<file path="src/rtl/skc_pkg.sv">
// ---------------------------------------------------------------------------
// skc_pkg
// types and constants shared by the sorted key counter table
// ---------------------------------------------------------------------------
package skc_pkg;

  localparam int CAPACITY_DEF = 16;
  localparam int KEY_W        = 16;
  localparam int CNT_W        = 32;

  typedef enum logic [1:0] {
    MODE_INC = 2'd0,
    MODE_DEC = 2'd1,
    MODE_SET = 2'd2,
    MODE_GET = 2'd3
  } mode_t;

  typedef enum logic [1:0] {
    ST_IDLE = 2'd0,
    ST_CMP  = 2'd1,
    ST_RD   = 2'd2,
    ST_UPD  = 2'd3
  } state_t;

  typedef struct packed {
    logic              cmp;
    logic              wr;
    logic              ins;
    logic [KEY_W-1:0]  key;
    logic [CNT_W-1:0]  value;
  } skc_cmd_t;

endpackage

</file>
<file path="src/rtl/sorted_key_counter_table_core.sv">
// ---------------------------------------------------------------------------
// sorted_key_counter_table_core
// table of saturating counters kept in ascending key order in a row of cells
// ---------------------------------------------------------------------------
// input beats carry an operation (increment, decrement, set, get) in
// in_tuser and a key and amount in in_tdata. each input beat gives exactly
// one output beat with the counter value in out_tdata and the found and
// full flags in out_tuser.
// an item goes through these steps in order: accept, the key compare in
// every cell, gathering the matching counter, and the add and the write
// back or the one-step shift that inserts a new key. the block takes no new
// beat until the item has left its update step.
// the output register holds a finished beat while the next item is accepted
// and worked on; if the receiver stalls, the item waits in its update step
// until the output register frees up, and the table is not touched before.
// reset empties the table (entry count to zero) and clears the handshakes;
// the block takes an item in the first cycle after reset.
// ---------------------------------------------------------------------------
module sorted_key_counter_table_core
  import skc_pkg::*;
#(
  parameter int CAPACITY = CAPACITY_DEF
) (
  input  logic        clk,
  input  logic        rst_n,
  input  logic        in_tvalid,
  output logic        in_tready,
  input  logic [47:0] in_tdata,   // key[15:0], amount[47:16]
  input  logic [1:0]  in_tuser,   // mode[1:0]
  output logic        out_tvalid,
  input  logic        out_tready,
  output logic [31:0] out_tdata,  // count_value[31:0]
  output logic [1:0]  out_tuser   // key_found[0], table_full[1]
);

  localparam int CW = $clog2(CAPACITY + 1);

  state_t           state_r, state_nxt;
  mode_t            mode_r;
  logic [KEY_W-1:0] ikey_r;
  logic [CNT_W-1:0] amt_r;
  logic [CW-1:0]    used_r, used_nxt;
  logic             found_r;
  logic [CNT_W-1:0] cur_r;
  logic             out_valid_r, out_valid_nxt;
  logic [CNT_W-1:0] out_cnt_r;
  logic             out_found_r;
  logic             out_full_r;

  skc_cmd_t         cmd;
  logic             in_acc;
  logic             out_free;
  logic             upd_go;
  logic             full;
  logic [CNT_W-1:0] res;
  logic             res_full;
  logic             do_wr;
  logic             do_ins;
  logic [CNT_W:0]   sum_inc, sum_dec;
  logic [CNT_W-1:0] sat_inc, sat_dec;
  logic             eq_any;
  logic [CNT_W-1:0] rd_cnt;

  logic [CAPACITY-1:0] valid_v, ge_v, eq_v, pos_v;
  logic [KEY_W-1:0]    key_v [CAPACITY];
  logic [CNT_W-1:0]    cnt_v [CAPACITY];
  logic [CNT_W-1:0]    sel_v [CAPACITY];

  // cell row
  for (genvar i = 0; i < CAPACITY; i++) begin : g_cell
    if (i == 0) begin : g_first
      skc_cell #(.CW(CW), .IDX(i)) u_cell (
        .clk, .rst_n, .cmd, .used(used_r),
        .left_ge(1'b0), .left_valid(1'b1),
        .left_key('0), .left_cnt('0),
        .valid(valid_v[i]), .ge(ge_v[i]), .eq(eq_v[i]), .at_pos(pos_v[i]),
        .key(key_v[i]), .cnt(cnt_v[i]), .sel_cnt(sel_v[i])
      );
    end else begin : g_rest
      skc_cell #(.CW(CW), .IDX(i)) u_cell (
        .clk, .rst_n, .cmd, .used(used_r),
        .left_ge(ge_v[i-1]), .left_valid(valid_v[i-1]),
        .left_key(key_v[i-1]), .left_cnt(cnt_v[i-1]),
        .valid(valid_v[i]), .ge(ge_v[i]), .eq(eq_v[i]), .at_pos(pos_v[i]),
        .key(key_v[i]), .cnt(cnt_v[i]), .sel_cnt(sel_v[i])
      );
    end
  end

  always_comb begin
    rd_cnt = '0;
    for (int i = 0; i < CAPACITY; i++) begin
      rd_cnt = rd_cnt | sel_v[i];
    end
  end
  assign eq_any = |eq_v;

  assign in_tready = (state_r == ST_IDLE) && rst_n;
  assign in_acc    = in_tvalid && in_tready;
  assign out_free  = !out_valid_r || out_tready;
  assign upd_go    = (state_r == ST_UPD) && out_free;
  assign full      = (used_r == CW'(CAPACITY));

  // saturating arithmetic
  assign sum_inc = {cur_r[CNT_W-1], cur_r} + {amt_r[CNT_W-1], amt_r};
  assign sum_dec = {cur_r[CNT_W-1], cur_r} - {amt_r[CNT_W-1], amt_r};
  assign sat_inc = (sum_inc[CNT_W] != sum_inc[CNT_W-1])
                   ? {sum_inc[CNT_W], {(CNT_W-1){!sum_inc[CNT_W]}}}
                   : sum_inc[CNT_W-1:0];
  always_comb begin
    if (sum_dec[CNT_W] != sum_dec[CNT_W-1]) begin
      sat_dec = sum_dec[CNT_W] ? '0 : {1'b0, {(CNT_W-1){1'b1}}};
    end else if (sum_dec[CNT_W-1]) begin
      sat_dec = '0;
    end else begin
      sat_dec = sum_dec[CNT_W-1:0];
    end
  end

  always_comb begin
    res      = '0;
    res_full = 1'b0;
    do_wr    = 1'b0;
    do_ins   = 1'b0;
    if (found_r) begin
      case (mode_r)
        MODE_INC: begin res = sat_inc; do_wr = 1'b1; end
        MODE_DEC: begin res = sat_dec; do_wr = 1'b1; end
        MODE_SET: begin res = amt_r;   do_wr = 1'b1; end
        default:  res = cur_r;
      endcase
    end else if (mode_r == MODE_INC || mode_r == MODE_SET) begin
      if (full) begin
        res_full = 1'b1;
      end else begin
        res    = amt_r;
        do_ins = 1'b1;
      end
    end
  end

  // next state
  always_comb begin
    state_nxt = state_r;
    case (state_r)
      ST_IDLE: if (in_acc) state_nxt = ST_CMP;
      ST_CMP:  state_nxt = ST_RD;
      ST_RD:   state_nxt = ST_UPD;
      ST_UPD:  if (out_free) state_nxt = ST_IDLE;
      default: state_nxt = ST_IDLE;
    endcase
  end

  // cell commands
  always_comb begin
    cmd.cmp   = 1'b0;
    cmd.wr    = 1'b0;
    cmd.ins   = 1'b0;
    cmd.key   = ikey_r;
    cmd.value = res;
    case (state_r)
      ST_CMP:  cmd.cmp = 1'b1;
      ST_UPD: begin
        cmd.wr  = upd_go && do_wr;
        cmd.ins = upd_go && do_ins;
      end
      default: ;
    endcase
  end

  assign used_nxt = cmd.ins ? used_r + CW'(1) : used_r;

  always_comb begin
    out_valid_nxt = out_valid_r;
    if (upd_go) begin
      out_valid_nxt = 1'b1;
    end else if (out_tready) begin
      out_valid_nxt = 1'b0;
    end
  end

  always_ff @(posedge clk) begin
    if (!rst_n) begin
      state_r     <= ST_IDLE;
      used_r      <= '0;
      out_valid_r <= 1'b0;
    end else begin
      state_r     <= state_nxt;
      used_r      <= used_nxt;
      out_valid_r <= out_valid_nxt;
    end
  end

  always_ff @(posedge clk) begin
    if (in_acc) begin
      mode_r <= mode_t'(in_tuser);
      ikey_r <= in_tdata[15:0];
      amt_r  <= in_tdata[47:16];
    end
    if (state_r == ST_RD) begin
      found_r <= eq_any;
      cur_r   <= rd_cnt;
    end
    if (upd_go) begin
      out_cnt_r   <= res;
      out_found_r <= found_r;
      out_full_r  <= res_full;
    end
  end

  assign out_tvalid = out_valid_r;
  assign out_tdata  = out_cnt_r;
  assign out_tuser  = {out_full_r, out_found_r};

`ifndef SYNTHESIS
  a_used_bound: assert property (@(posedge clk) disable iff (!rst_n)
    used_r <= CW'(CAPACITY))
    else $error("entry count above capacity");

  a_one_match: assert property (@(posedge clk) disable iff (!rst_n)
    $onehot0(eq_v))
    else $error("key matches more than one cell");

  a_one_slot: assert property (@(posedge clk) disable iff (!rst_n)
    cmd.ins |-> $onehot(pos_v))
    else $error("insert without a single target cell");

  a_used_grows: assert property (@(posedge clk) disable iff (!rst_n)
    (used_r != $past(used_r)) |-> $past(cmd.ins))
    else $error("entry count changed without insert");

  a_full_beat: assert property (@(posedge clk) disable iff (!rst_n)
    $rose(out_tvalid) && out_tuser[1] |-> !out_tuser[0] && out_tdata == '0)
    else $error("dropped insert reports a value");
`endif

endmodule

</file>
<file path="src/rtl/skc_cell.sv">
// ---------------------------------------------------------------------------
// skc_cell
// one table slot: key, counter, compare flags and shift from left neighbor
// ---------------------------------------------------------------------------
module skc_cell
  import skc_pkg::*;
#(
  parameter int CW  = 5,
  parameter int IDX = 0
) (
  input  logic             clk,
  input  logic             rst_n,
  input  skc_cmd_t         cmd,
  input  logic [CW-1:0]    used,
  input  logic             left_ge,
  input  logic             left_valid,
  input  logic [KEY_W-1:0] left_key,
  input  logic [CNT_W-1:0] left_cnt,
  output logic             valid,
  output logic             ge,
  output logic             eq,
  output logic             at_pos,
  output logic [KEY_W-1:0] key,
  output logic [CNT_W-1:0] cnt,
  output logic [CNT_W-1:0] sel_cnt
);

  logic             ge_r, ge_nxt;
  logic             eq_r, eq_nxt;
  logic [KEY_W-1:0] key_r, key_nxt;
  logic [CNT_W-1:0] cnt_r, cnt_nxt;

  assign valid   = (CW'(IDX) < used);
  assign ge      = ge_r;
  assign eq      = eq_r;
  assign key     = key_r;
  assign cnt     = cnt_r;
  assign sel_cnt = eq_r ? cnt_r : '0;
  assign at_pos  = !left_ge && left_valid && (ge_r || !valid);

  always_comb begin
    ge_nxt  = ge_r;
    eq_nxt  = eq_r;
    key_nxt = key_r;
    cnt_nxt = cnt_r;
    if (cmd.cmp) begin
      ge_nxt = valid && (key_r >= cmd.key);
      eq_nxt = valid && (key_r == cmd.key);
    end
    if (cmd.wr && eq_r) begin
      cnt_nxt = cmd.value;
    end
    if (cmd.ins) begin
      if (at_pos) begin
        key_nxt = cmd.key;
        cnt_nxt = cmd.value;
      end else if (left_ge) begin
        key_nxt = left_key;
        cnt_nxt = left_cnt;
      end
    end
  end

  always_ff @(posedge clk) begin
    if (!rst_n) begin
      ge_r <= 1'b0;
      eq_r <= 1'b0;
    end else begin
      ge_r <= ge_nxt;
      eq_r <= eq_nxt;
    end
  end

  always_ff @(posedge clk) begin
    key_r <= key_nxt;
    cnt_r <= cnt_nxt;
  end

endmodule

</file>
<file path="config.mk">
export PLATFORM = sky130hd
export DESIGN_NAME = sorted_key_counter_table_core
export DESIGN_NICKNAME = d
export VERILOG_FILES = /design/src/rtl/skc_pkg.sv /design/src/rtl/sorted_key_counter_table_core.sv /design/src/rtl/skc_cell.sv
export SDC_FILE = /design/constraint.sdc
export NUM_CORES = 2
export LEC_CHECK = 0
export BUFFER_PORTS_ARGS = -buffer_cell sky130_fd_sc_hd__buf_2
export CORE_AREA = 2 2 331 333
export DETAILED_ROUTE_END_ITERATION = 8
export DIE_AREA = 0 0 333 335
export HOLD_SLACK_MARGIN = 0.03
export PLACE_DENSITY = 0.68
export REMOVE_ABC_BUFFERS = 1
export SYNTH_ARGS = -nofsm -noshare
export SYNTH_HDL_FRONTEND = slang
export SYNTH_SLANG_ARGS = --single-unit
</file>
<file path="constraint.sdc">
create_clock -name clk -period 4.4 [get_ports clk]
set_clock_uncertainty 0.2 [all_clocks]
set_input_delay 0.66 -clock clk [delete_from_list [all_inputs] [get_ports clk]]
set_output_delay 0.66 -clock clk [all_outputs]
set_load 0.02 [all_outputs]
</file>
# Word-level counts from Yosys, hierarchy flattened
# Cells that the tools add are included.
[op_classes]
n_addsub = 3
n_eq_ne = 26
mux = 130
bitwise_logic = 16
n_mul = 0
n_div = 0
n_lt_le_gt_ge = 32
n_shift = 0
n_reduce_logical = 172
[op_table]
columns = ["cell", "n"]
rows = [
  ["$mux W32", 83],
  ["$mux W16", 30],
  ["$or A32 B32 Y32", 15],
  ["$eq A16 B16 Y1", 16],
  ["$ge A16 B16 Y1", 16],
  ["$pmux W32 S3", 1],
  ["$mux W31", 3],
  ["$logic_and A1 B1 Y1", 83],
  ["$lt A4 B5 Y1 const A", 8],
  ["$reduce_and A2 Y1", 17],
  ["$add A32 B32 Y33", 1],
  ["$logic_not A1 Y1", 33],
  ["$sub A32 B32 Y33", 1],
  ["$reduce_bool A2 Y1", 16],
  ["$lt A3 B5 Y1 const A", 4],
  ["$logic_or A1 B1 Y1", 18],
  ["$reduce_or A16 Y1", 1],
  ["$lt A1 B5 Y1 const A", 2],
  ["$lt A2 B5 Y1 const A", 2],
  ["$mux W1", 9],
  ["$pmux W2 S4", 1],
  ["$eq A2 B2 Y1 const B", 3],
  ["$mux W2", 3],
  ["$add A5 B1 Y5 const B", 1],
  ["8 further kinds", 12],
]
[word_totals]
latch_bits = 0
n_memories = 0
mem_bits_rw = 0
register_bits = 925
out_inout_bits = 36
word_cells = 454
input_bits = 54
romBits = 0

# Longest topological paths before layout
[depth]
depth_word = 16
depth_mapped = 19

# By module
# From an unflattened synthesis, not the netlist that was laid out.
[unflattened]
hier_cells = 6338
hier_area_um2 = 59473.3
[modules_own_cells]
columns = ["module", "cells_each", "area_per_inst_um2", "instances"]
rows = [
  ["sorted_key_counter_table_core", 1165, 10308.6, 1],
  ["skc_cell (g_cell[11].g_rest.u_cell)", 456, 3711.1, 1],
  ["skc_cell (g_cell[3].g_rest.u_cell)", 456, 3689.8, 1],
  ["skc_cell (g_cell[13].g_rest.u_cell)", 341, 3293.2, 1],
  ["skc_cell (g_cell[5].g_rest.u_cell)", 340, 3229.3, 1],
  ["skc_cell (g_cell[7].g_rest.u_cell)", 325, 3171.8, 1],
  ["skc_cell (g_cell[9].g_rest.u_cell)", 323, 3148.0, 1],
  ["skc_cell (g_cell[1].g_rest.u_cell)", 338, 3145.5, 1],
  ["skc_cell (g_cell[15].g_rest.u_cell)", 343, 3140.5, 1],
  ["skc_cell (g_cell[8].g_rest.u_cell)", 340, 3129.3, 1],
  ["skc_cell (g_cell[10].g_rest.u_cell)", 340, 3046.7, 1],
  ["skc_cell (g_cell[0].g_first.u_cell)", 254, 2776.4, 1],
  ["skc_cell (g_cell[4].g_rest.u_cell)", 252, 2767.7, 1],
  ["skc_cell (g_cell[12].g_rest.u_cell)", 254, 2752.6, 1],
  ["3 more rows", "-", "-", "-"],
]

# Least setup slack after synthesis
# OpenSTA, ideal clock, no wires.
[synth_path]
path_type = "input to register"
startpoint = "input port out_tready"
endpoint = "register g_cell[3].g_rest.u_cell.cnt_r[18]"
cell_stages = 12
arrival_ns = 4.470
required_ns = 4.130
path_slack_ns = -0.339
path_cell_list = "nor2b_1 > nor2b_1 > and2_1 > clkbuf_1 > clkbuf_1 > o21ai_0 > inv_1 > clkbuf_1 > o21ai_0 > a22oi_1 > o22ai_1 > a21oi_1"
[synth_between]
elab_chain_cells = 9
elab_cells_between_ends = 10
classes_between = "5 x mux; 5 x reduce/logical"
[synth_rtl]
columns = ["item", "line_no", "text"]
rows = [
  ["start: declaration", "sorted_key_counter_table_core.sv:31", "input logic out_tready,"],
  ["$logic_or A1 B1 Y1 (*)", "sorted_key_counter_table_core.sv:100", "assign out_free = !out_valid_r || out_tready;"],
  ["$logic_and A1 B1 Y1 (*)", "sorted_key_counter_table_core.sv:101", "assign upd_go = (state_r == ST_UPD) && out_free;"],
  ["$logic_and A1 B1 Y1", "sorted_key_counter_table_core.sv:164", "cmd.wr = upd_go && do_wr;"],
  ["$mux W2 (*)", "sorted_key_counter_table_core.sv:161", "case (state_r)"],
  ["$logic_and A1 B1 Y1", "skc_cell.sv:50", "if (cmd.wr && eq_r) begin"],
  ["$mux W32", "skc_cell.sv:50", ""],
  ["$mux W32", "skc_cell.sv:57", "end else if (left_ge) begin"],
  ["$mux W32", "skc_cell.sv:54", "if (at_pos) begin"],
  ["$mux W32 (*)", "skc_cell.sv:53", "if (cmd.ins) begin"],
  ["named net g_cell[3].g_rest.u_cell.cnt_nxt[18]", "skc_cell.sv:31", "logic [CNT_W-1:0] cnt_r, cnt_nxt;"],
  ["end signal: assignment", "skc_cell.sv:76", "cnt_r <= cnt_nxt;"],
  ["end: declaration", "skc_cell.sv:31", ""],
]
# The timed path passes the listed nets; every way through them passes the cells marked *.
# A chain may end at the register's enable or synchronous reset.

# Worst setup path after layout
[layout_path]
startpoint = "register cur_r[22]"
endpoint = "register g_cell[10].g_rest.u_cell.cnt_r[0]"
[layout_between]
elab_chain_cells = 9
elab_cells_between_ends = 15
classes_between = "2 x add/sub; 2 x eq/ne; 10 x mux; 1 x reduce/logical"
[layout_rtl]
columns = ["item", "line_no", "text"]
rows = [
  ["start: declaration", "sorted_key_counter_table_core.sv:44", "logic [CNT_W-1:0] cur_r;"],
  ["start signal: assignment", "sorted_key_counter_table_core.sv:202", "cur_r <= rd_cnt;"],
  ["$sub A32 B32 Y33 / $add A32 B32 Y33 (equally long branches)", "sorted_key_counter_table_core.sv:106, sorted_key_counter_table_core.sv:105", ""],
  ["$mux W31 (tied with other cells)", "sorted_key_counter_table_core.sv:113", "end else if (sum_dec[CNT_W-1]) begin"],
  ["$mux W31 / $mux W32 (equally long branches)", "sorted_key_counter_table_core.sv:111, sorted_key_counter_table_core.sv:108", ""],
  ["$pmux W32 S3 (*)", "sorted_key_counter_table_core.sv:126", "case (mode_r)"],
  ["$mux W32 (*)", "sorted_key_counter_table_core.sv:125", "if (found_r) begin"],
  ["$mux W32", "skc_cell.sv:50", ""],
  ["$mux W32", "skc_cell.sv:57", ""],
  ["$mux W32", "skc_cell.sv:54", ""],
  ["$mux W32 (*)", "skc_cell.sv:53", ""],
  ["named net g_cell[10].g_rest.u_cell.cnt_nxt[0]", "skc_cell.sv:31", ""],
  ["end signal: assignment", "skc_cell.sv:76", ""],
  ["end: declaration", "skc_cell.sv:31", ""],
]
# Marks and branches as above.

==> flow_summary.toml <==
[status]
outcome = "finished with violations"
violations = "design-rule violations"

[yosys]
synth_flop_cell = "dfxtp_1"
synth.distinct_cells = 100
synth_area_leaders = "edfxtp_1 21%, dfxtp_1 21%, ha_1 7.6%"
synth_top_family_by_area = "compound AO/OA/AOI/OAI gates"
synth_edf_count = 373
synth_compound_area_frac = 0.295
synth_top_cell_by_area = "edfxtp_1"
synthTopCellsByCount = "678 x nand2_1, 622 x nor2_1, 604 x a21oi_1"
netlist_instances = 6145
synth.top_cell.area_share = 0.209
synth_most_common_cell = "nand2_1"
synth_adder_area_share = 0.0772
synth-seq-cells = 925
synthesis.area_um2 = 53500
async_reset_ff_frac = 0
muxShareOfSynthArea = 0.0129
synth-xor-area-share = 0.00982
ys_seq_area_frac = 0.416
synth_warnings = 0
yosys.area_share.simple = 0.142
avgSynthCellArea_um2 = 8.70

[setup_path]
ff2ff_setup_slack_ns = 0.05
endpoint_kind = "flip-flop"
cp.arrival_ns = 4.75
crit_required_ns = 4.80
slowest_stage = "edfxtp_1"
cp-endpoint = "g_cell[10].g_rest.u_cell.cnt[0]"
r2r_cells = 15
cp.depth = 15
cp.buffers_inverters = 3
critical_path_class = "reg -> reg"
cp_top_family = "compound AO/OA/AOI/OAI gates"
critPathMaxStageDelay_ns = 0.44
reg2reg_from = "cur_r[22]"
worstSetupStartpointType = "flip-flop"
path_cells = "ha_1 -> buf_4 -> nor4_1 -> nand2_1 -> a21oi_1 -> a2111oi_2 -> buf_4 -> and3_1 -> and2_1 -> o41a_1 -> and2_1 -> o21ai_0 -> a22o_1 -> inv_2 -> o221a_4"
r2r_end = "g_cell[10].g_rest.u_cell.cnt[0]"
cp-startpoint = "cur_r[22]"
critPathMaxFanout = 14

[layout]
layout-drive-gt1-share = 0.139
area_growth_pct = 16.0
nNetsFinal = 6731

[drt]
drt_first_pass_iters = 9
top_layer_used = "met5"
drtIter0Drc = 8957
wire_per_inst_um = 31.6
route.layer.met1.wl_mm = 93.5
wirelength_mm = 249
route.met2.wl_mm = 94.7
met3_length_mm = 40.9
antenna_left = 0
drc_errors = 3
vias_per_cell = 7.09
dr_total_vias = 55800

[timing]
drv_slew = 0
period_share = 0.988
fmax_mhz = 230
tns_ns = 0
worst_pin_slew_ns = 1.47
report.final.setup_viol = 0
fin_crit_ns = 4.35
relSlewSlack = 0.0215
hold_viol = 0

[clocking]
cts_root_buf = "clkbuf_16"
clkLatencyLatePin_ns = 0.74
h-tree-depth = 3
cts_sinks = 925
cts_tree = "done"
cts_made_buffers = 107
cts.path.max_buffers = 3
clk_pin_slew_worst_paths_ns = 0.07

[global_routing]
grt_usage = 0.429
antenna_found_initial = 24
gr-total-overflow = 0
grt_pass1_vias = 51600
grt_first_pass_wirelength_mm = 353
grt_max_degree = 47

[hold_path]
hold_path.class = "in -> reg"
hold_path_depth = 3

[pwr]
leakage_nw = 24.5
ir_drop_uv = 349
pwr_density_cell_nw_per_um2 = 445
power_mw = 27.6

[floorplanning]
die_w_um = 333
dieArea_um2 = 112000
io_pins = 90
rows = 121
die_y_um = 335
initial_core_util = 0.495
coreArea_um2 = 108000

[flow_run]
drv_cap = 0

[place]
port_buffers = 89
gp_congestion = 1.09
dpl.hpwl_mm = 178
-- state kept, by name, indices dropped and copies added, names as in the netlist --
register	flops
used_r	5
g_cell.g_first.u_cell.ge	1
g_cell.g_first.u_cell.cnt	32
out_tvalid	1
g_cell.g_rest.u_cell.cnt	480
mode_r	2
g_cell.g_first.u_cell.key	16
out_full_r	1
cur_r	32
g_cell.g_rest.u_cell.ge	15
ikey_r	16
g_cell.g_first.u_cell.eq	1
g_cell.g_rest.u_cell.eq	15
found_r	1
g_cell.g_rest.u_cell.key	240
out_found_r	1
state_r	2
amt_r	32
out_tdata	32
-- cell families (layout without fill, tap and decap cells) --
family,Yosys count,count (layout)
other cells,0,18
compound gates,2394,2394
simple gates,1745,1745
fa+ha+maj,329,329
buf+inv,629,924
flops,925,925
mux,63,63
xor+xnor,60,60
-- what timing repair did --
action / 4_1_cts / 5_1_grt
hold buffers: 50 / 0
endpoints found under the hold margin: 50 / 0
resized for setup: 3 / 25
setup endpoints to repair: 22 / 301
setup buffers: 1 / 4
pin swaps: 1 / 3
-- stage by stage --
stage / setup WS [ns] / cell area (um2) / hold WS, ns / util / instances
2_1_floorplan: -3.54 / 51600 / 0.241 / - / 5681
3_3_place_gp: -0.252 / 57500 / 0.258 / 0.532 / 7598
3_5_place_dp: -0.203 / 57500 / 0.267 / 0.532 / 7598
4_1_cts: 0.00164 / 61900 / 0.0944 / 0.572 / 7850
5_1_grt: -0.0133 / 62000 / 0.136 / 0.574 / 7854
6_report: 0.0533 / 62100 / 0.122 / 0.574 / 7872
-- report_power, final --
part | leakage, nW | internal, mW | switching (mW)
logic | 14.8 | 2.77 | 4.83
registers | 7.84 | 9.43 | 0.631
clock network | 1.89 | 5.94 | 4.00
total | 24.5 | 18.1 | 9.46
-- tightest hold or removal path, stage by stage --
cell	delay (ns)
buf_2	0.07
nor2b_1	0.07
o21a_1	0.18
-- final cells by class --
| type | instances | area, um2 |
|---|---|---|
| inverters | 165 | 622 |
| well taps | 1414 | 1770 |
| fillers | 9525 | 46000 |
| flip-flops and latches | 925 | 22300 |
| diodes | 18 | 45.0 |
| clock inverters | 53 | 807 |
| multi-input cells | 4591 | 29000 |
| clock buffers | 148 | 3070 |
| repair buffers | 558 | 4480 |
-- how the worst min path moves through the flow --
stage	start	end	slack [ns]
floorplan	g_cell[0].g_first.u_cell.cnt[11]	g_cell[0].g_first.u_cell.cnt[11]	0.24
finish	out_tready	out_tvalid	0.12
CTS	out_tready	out_tvalid	0.09
global route	out_tready	out_tvalid	0.14
global placement	g_cell[0].g_first.u_cell.cnt[2]	g_cell[0].g_first.u_cell.cnt[2]	0.26
detailed placement	g_cell[0].g_first.u_cell.cnt[7]	g_cell[0].g_first.u_cell.cnt[7]	0.27
-- metal layers --
layer  GRT usage  vias up
met5      0.0104        -
met4       0.255       26
met3       0.191     1403
met2       0.588     4859
met1       0.552    26100
li1            -    23400
-- placed cells by master, fill, tap and decap left out, drive strengths merged, types with 50 or more instances in the layout --
master       count
o221a           55
a22o           171
edfxtp         373
a221oi         154
nor2b           62
a211oi          64
clkbuf         148
a21o            60
ha             327
o21ai          555
nand2          678
inv            163
xnor2           54
a21oi          606
nor2           622
o21a            90
o22a            52
dfxtp          552
dlygate4sd3     50
nand4          109
o22ai          305
buf            508
nand2b          55
Power figures use the tool's default switching activity.
